<file path="src/hdl/ipmc_pkg.sv">
// Shared types, constants and helpers for the IPv4 rule match counter.
// Used by ipmc_cell, ip_rule_match_counter_core and the testbench; depends on nothing else.
package ipmc_pkg;

   // Table size and the widths that follow from it.
   localparam int MAX_RULES = 64;
   localparam int STORED_W  = $clog2(MAX_RULES + 1);
   localparam int ADDR_W    = 32;
   localparam int PLEN_W    = 6;
   localparam int COUNT_W   = 7;
   localparam logic [COUNT_W-1:0] COUNT_MAX = {COUNT_W{1'b1}};

   // Request opcodes; the first three double as the stored rule kind.
   typedef enum logic [1:0] {
      OP_EXACT  = 2'd0,
      OP_RANGE  = 2'd1,
      OP_PREFIX = 2'd2,
      OP_QUERY  = 2'd3
   } opcode_type;

   // One stored rule: address or range start, then range end or prefix mask.
   typedef struct packed {
      opcode_type        kind;
      logic [ADDR_W-1:0] first_word;
      logic [ADDR_W-1:0] second_word;
   } rule_type;

   // A query word travelling down the cell chain with its running count.
   typedef struct packed {
      logic               valid;
      logic [ADDR_W-1:0]  address;
      logic [COUNT_W-1:0] count;
   } token_type;

   // Network mask for a prefix length; zero gives an empty mask, and
   // anything above the address width gives a full mask.
   function automatic logic [ADDR_W-1:0] prefix_mask(input logic [PLEN_W-1:0] plen);
      logic [ADDR_W-1:0] mask;
      if (plen == '0) begin
         mask = '0;
      end else if (plen >= PLEN_W'(ADDR_W)) begin
         mask = '1;
      end else begin
         mask = {ADDR_W{1'b1}} << (PLEN_W'(ADDR_W) - plen);
      end
      return mask;
   endfunction

endpackage

</file>
<file path="src/hdl/ipmc_cell.sv">
// One cell of the rule chain: holds one rule and tests the passing query word.
// Depends on ipmc_pkg for the rule and token types.
module ipmc_cell (
   input  logic                clock,
   input  logic                reset,
   input  logic                wr_en,
   input  ipmc_pkg::rule_type  wr_rule,
   input  logic                live,
   input  ipmc_pkg::token_type tok_in,
   output ipmc_pkg::token_type tok_out
);

   ipmc_pkg::rule_type  rule_ff;
   ipmc_pkg::token_type tok_ff;
   ipmc_pkg::token_type tok_in_d;
   logic                hit;

   // Compare the passing address against the stored rule.
   always_comb begin
      case (rule_ff.kind)
         ipmc_pkg::OP_EXACT: begin
            hit = (tok_in.address == rule_ff.first_word);
         end
         ipmc_pkg::OP_RANGE: begin
            hit = (tok_in.address >= rule_ff.first_word) &&
                  (tok_in.address <= rule_ff.second_word);
         end
         ipmc_pkg::OP_PREFIX: begin
            hit = ((tok_in.address & rule_ff.second_word) ==
                   (rule_ff.first_word & rule_ff.second_word));
         end
         default: begin
            hit = 1'b0;
         end
      endcase
   end

   // Bump the count, saturating, when this cell holds a stored rule that hits.
   always_comb begin
      tok_in_d = tok_in;
      if (live && hit && (tok_in.count != ipmc_pkg::COUNT_MAX)) begin
         tok_in_d.count = tok_in.count + 1'b1;
      end
   end

   // Rule storage is written once per insert and needs no reset.
   always_ff @(posedge clock) begin
      if (wr_en) begin
         rule_ff <= wr_rule;
      end
   end

   // Hand the query word to the next cell every cycle.
   always_ff @(posedge clock) begin
      if (reset) begin
         tok_ff.valid <= 1'b0;
      end else begin
         tok_ff.valid <= tok_in_d.valid;
      end
      tok_ff.address <= tok_in_d.address;
      tok_ff.count   <= tok_in_d.count;
   end

   assign tok_out = tok_ff;

endmodule

</file>
<file path="config.mk">
export PLATFORM = sky130hd
export DESIGN_NAME = ipmc_cell
export DESIGN_NICKNAME = d
export VERILOG_FILES = /design/src/hdl/ipmc_pkg.sv /design/src/hdl/ipmc_cell.sv
export SDC_FILE = /design/constraint.sdc
export NUM_CORES = 1
export LEC_CHECK = 0
export ABC_AREA = 0
export BUFFER_PORTS_ARGS = -buffer_cell sky130_fd_sc_hd__buf_2
export CORE_MARGIN = 5
export CORE_UTILIZATION = 48
export DETAILED_ROUTE_END_ITERATION = 8
export PLACE_DENSITY = 0.77
export REMOVE_ABC_BUFFERS = 1
export SETUP_SLACK_MARGIN = 0.02
export SLEW_MARGIN = 10
export SYNTH_ARGS = -nofsm -noshare
export SYNTH_HDL_FRONTEND = slang
export SYNTH_SLANG_ARGS = --single-unit
</file>
<file path="constraint.sdc">
create_clock -name clock -period 2.4 [get_ports clock]
set_input_delay 0.48 -clock clock [delete_from_list [all_inputs] [get_ports clock]]
set_output_delay 0.48 -clock clock [all_outputs]
set_load 0.01 [all_outputs]
</file>
==> flow_metrics.py <==
metrics = {
    "status": {
        "status": "finished with violations",
        "violations": "negative setup slack",
    },
    "worst_setup_path": {
        "crit_chain": "inv_2 -> ha_4 -> nand4_1 -> nor4_4 -> a21boi_2 -> o31a_1 -> o211ai_2 -> o311ai_4 -> nand2_4 -> mux2_4",
        "cp_data_arrival_time_ps": 2720,
        "path_buf_inv": 1,
        "worstReg2RegEnd": "tok_out[1]",
        "r2r-start": "rule_ff[42]",
        "worstSetupEndpointType": "flop",
        "worstPathMaxFanout": 6,
        "worstSetupPathType": "reg2reg",
        "critPathMaxStageDelay_ps": 400,
        "crit_required_ps": 2650,
        "reg2regPathDepth": 10,
        "reg2reg_slack_ps": -80,
        "crit_path_start_kind": "flop",
        "cp_top_family": "compound AO/OA/AOI/OAI gates",
        "cpMaxStageDelayCell": "nor4_4",
    },
    "cells_and_area": {
        "area_growth_syn_to_layout_pct": 33.8,
        "finalInstanceArea_um2": 7390,
        "drive_gt1_share_pct": 36.5,
        "final_cells": 837,
        "nNetsFinal": 897,
        "layout_commonest_cell": "buf_2",
        "final_util_pct": 65.0,
        "num_antenna_cells": 0,
        "most-common-layout-cells": "buf_2 (149), ha_1 (89), edfxtp_1 (66)",
    },
    "place": {
        "hpwlAfterDp_um": 10700,
        "place.port_buffers": 149,
        "place_area_um2": 6900,
        "place_ws_ps": -423,
        "routabilityCongestion": 0.867,
        "place_inst": 818,
    },
    "yosys": {
        "synth_edf_count": 66,
        "synth-xor-area-share_pct": 5.87,
        "synth_fa_ha_area_share_pct": 22.0,
        "yosysWarnings": 0,
        "ys_ff_latch": 106,
        "syn-cell-area_um2": 5520,
        "synthCells": 467,
        "avgSynthCellArea_um2": 11.8,
        "ys_seq_area_share_pct": 50.4,
        "synth_top_area_share_pct": 35.9,
        "synth_simple_gate_area_share_pct": 10.5,
        "synth_area_leaders": "edfxtp_1 (36%), ha_1 (22%), dfxtp_1 (14%), xor2_1 (4.4%), inv_1 (4.4%)",
        "synth_compound_area_share_pct": 6.57,
        "synth_top_family_by_area": "adder cells",
        "synth_cell_type_count": 42,
        "muxShareOfSynthArea_pct": 0.272,
        "yosysTopAreaCell": "edfxtp_1",
        "synth-main-ff-cell": "edfxtp_1",
        "synthArstFlopShare_pct": 0,
    },
    "global_route": {
        "grt_use_total_pct": 20.0,
        "grt_first_pass_wirelength_um": 20700,
        "grt_overflow": 0,
        "busiest_layer": "met2",
        "gr-usage-met2_pct": 34.6,
        "grt_max_degree": 67,
        "grt_use_met3_pct": 6.74,
        "antenna_found_initial": 0,
        "met1_usage_pct": 23.4,
        "grt_pass1_vias": 4341,
    },
    "route": {
        "avgViaCountPerCell": 5.07,
        "drcViolationCount": 0,
        "drt_iter0_markers": 229,
        "ant_nets": 0,
        "drtPass1Iterations": 4,
        "wire_per_inst_um": 16.0,
        "num_vias": 4244,
        "routed_wl_um": 13400,
    },
    "sta": {
        "tightest_slew_ps": 419,
        "post-route-period-util_pct": 103,
        "fin_skew_ps": 6.18,
        "drv_slew": 0,
        "setup_viol": 4,
        "hold_ws_ps": 254,
        "slew-limit-headroom_pct": 72.0,
        "max_freq_ghz": 0.403,
        "min_period_ps": 2480,
        "tns_ps": -119,
        "final_hold_viol_count": 0,
        "fin_ws_ps": -79.2,
        "grt_setup_unrepaired": "true",
    },
    "die": {
        "coreArea_um2": 11400,
        "start_util_pct": 48.6,
        "rows": 39,
        "io_pins": 150,
        "dieArea_um2": 13800,
        "die_y_um": 117,
        "die_x_um": 117,
    },
    "clock_tree": {
        "cts.clk_slew.worst_paths_ps": 70,
        "clock_path_buffers": 2,
        "tritoncts.num_buffers": 9,
        "cts.sinks": 106,
        "htreeDepth": 3,
        "cts_tree": "yes",
        "clk_latency_ps": 360,
        "root_buffer": "clkbuf_16",
        "cts_hold_buf": 0,
    },
    "power_and_ir_drop": {
        "power_density_nw_per_um2": 615,
        "ir_drop_mv": 0.600,
        "leakagePower_nw": 3.65,
        "power.total_mw": 4.55,
    },
    "hold_path": {
        "hold_class": "in2reg",
        "min_path_cells": 1,
        "min_to": "tok_out[7]",
        "min_from": "tok_in[7]",
    },
    "flow_run": {
        "max_cap_violations": 0,
    },
}
-- Yosys cell counts, drive strengths merged (2+ instances only) --
library cell and count:
nor4 6, xnor2 9, inv 65, ha 97, o211ai 3, and2 2
a21oi 26, and4 7, o21ai 8, dfxtp 40, a21boi 2, a21o 4
nor2 3, a221o 3, edfxtp 66, and3 4, xor2 28, nor2b 3
nand2 48, nand3 13, nand4 16
-- worst register-to-register path, stage by stage, from the launching register on --
cell and delay [ps]:
edfxtp_1 370, inv_2 60, ha_4 270, nand4_1 190, nor4_4 400, a21boi_2 250
o31a_1 200, o211ai_2 110, o311ai_4 130, nand2_4 90, mux2_4 300
-- how the worst max path moves through the flow --
| stage | from | end | slack (ps) | cells after the start |
|---|---|---|---|---|
| 6_report | rule_ff[42] | tok_out[1] | -80 | 10 |
| 5_1_grt | rule_ff[49] | tok_out[1] | -170 | 10 |
| 4_1_cts | rule_ff[41] | tok_out[1] | -60 | 10 |
| 3_5_place_dp | tok_in[14] | tok_out[1] | -420 | 11 |
| 3_3_place_gp | tok_in[21] | tok_out[1] | -410 | 10 |
| 2_1_floorplan | tok_in[21] | tok_out[1] | -60 | 9 |
-- state kept, by name, indices dropped and copies added, names as in the netlist --
name	flops
tok_out	40
rule_ff	66
-- cell families (layout without fill, tap and decap cells) --
| family | after synthesis | after routing |
|---|---|---|
| multiplexers | 1 | 1 |
| AO/OA/AOI/OAI | 53 | 53 |
| XOR/XNOR | 37 | 37 |
| flip-flops | 106 | 106 |
| buffers and inverters | 65 | 292 |
| AND/OR/NAND/NOR | 108 | 108 |
| adder cells (fa/ha/maj) | 97 | 97 |
-- repair_timing --
item / 4_1_cts / 5_1_grt
endpoints found under the setup margin: 7 / 7
gates resized for setup: 15 / 5
hold endpoints to repair: 0 / 0
setup buffers: 1 / 3
pin swaps: 10 / 6
-- layout make-up --
| cell class | count | area (um^2) |
|---|---|---|
| clock buffer | 9 | 225 |
| tap | 143 | 179 |
| multi-input combinational | 296 | 2640 |
| fill | 844 | 3980 |
| timing repair buffer | 212 | 1230 |
| clock inverter | 6 | 90.1 |
| sequential | 106 | 2780 |
| inverter | 65 | 244 |
-- layer usage --
metal  routed length [um]  vias to the layer above
met5                    0                        -
met3                 1060                       21
met1                 5380                     2010
li1                     -                     2076
met4                  302                        0
met2                 6650                      137
-- power breakdown --
part / internal, mW / total, mW / switching [mW]
sequential: 2.07 / 2.14 / 0.0657
combinational: 0.402 / 0.840 / 0.438
clock: 0.911 / 1.57 / 0.656
Note: power is estimated with default switching activity, not from simulation.
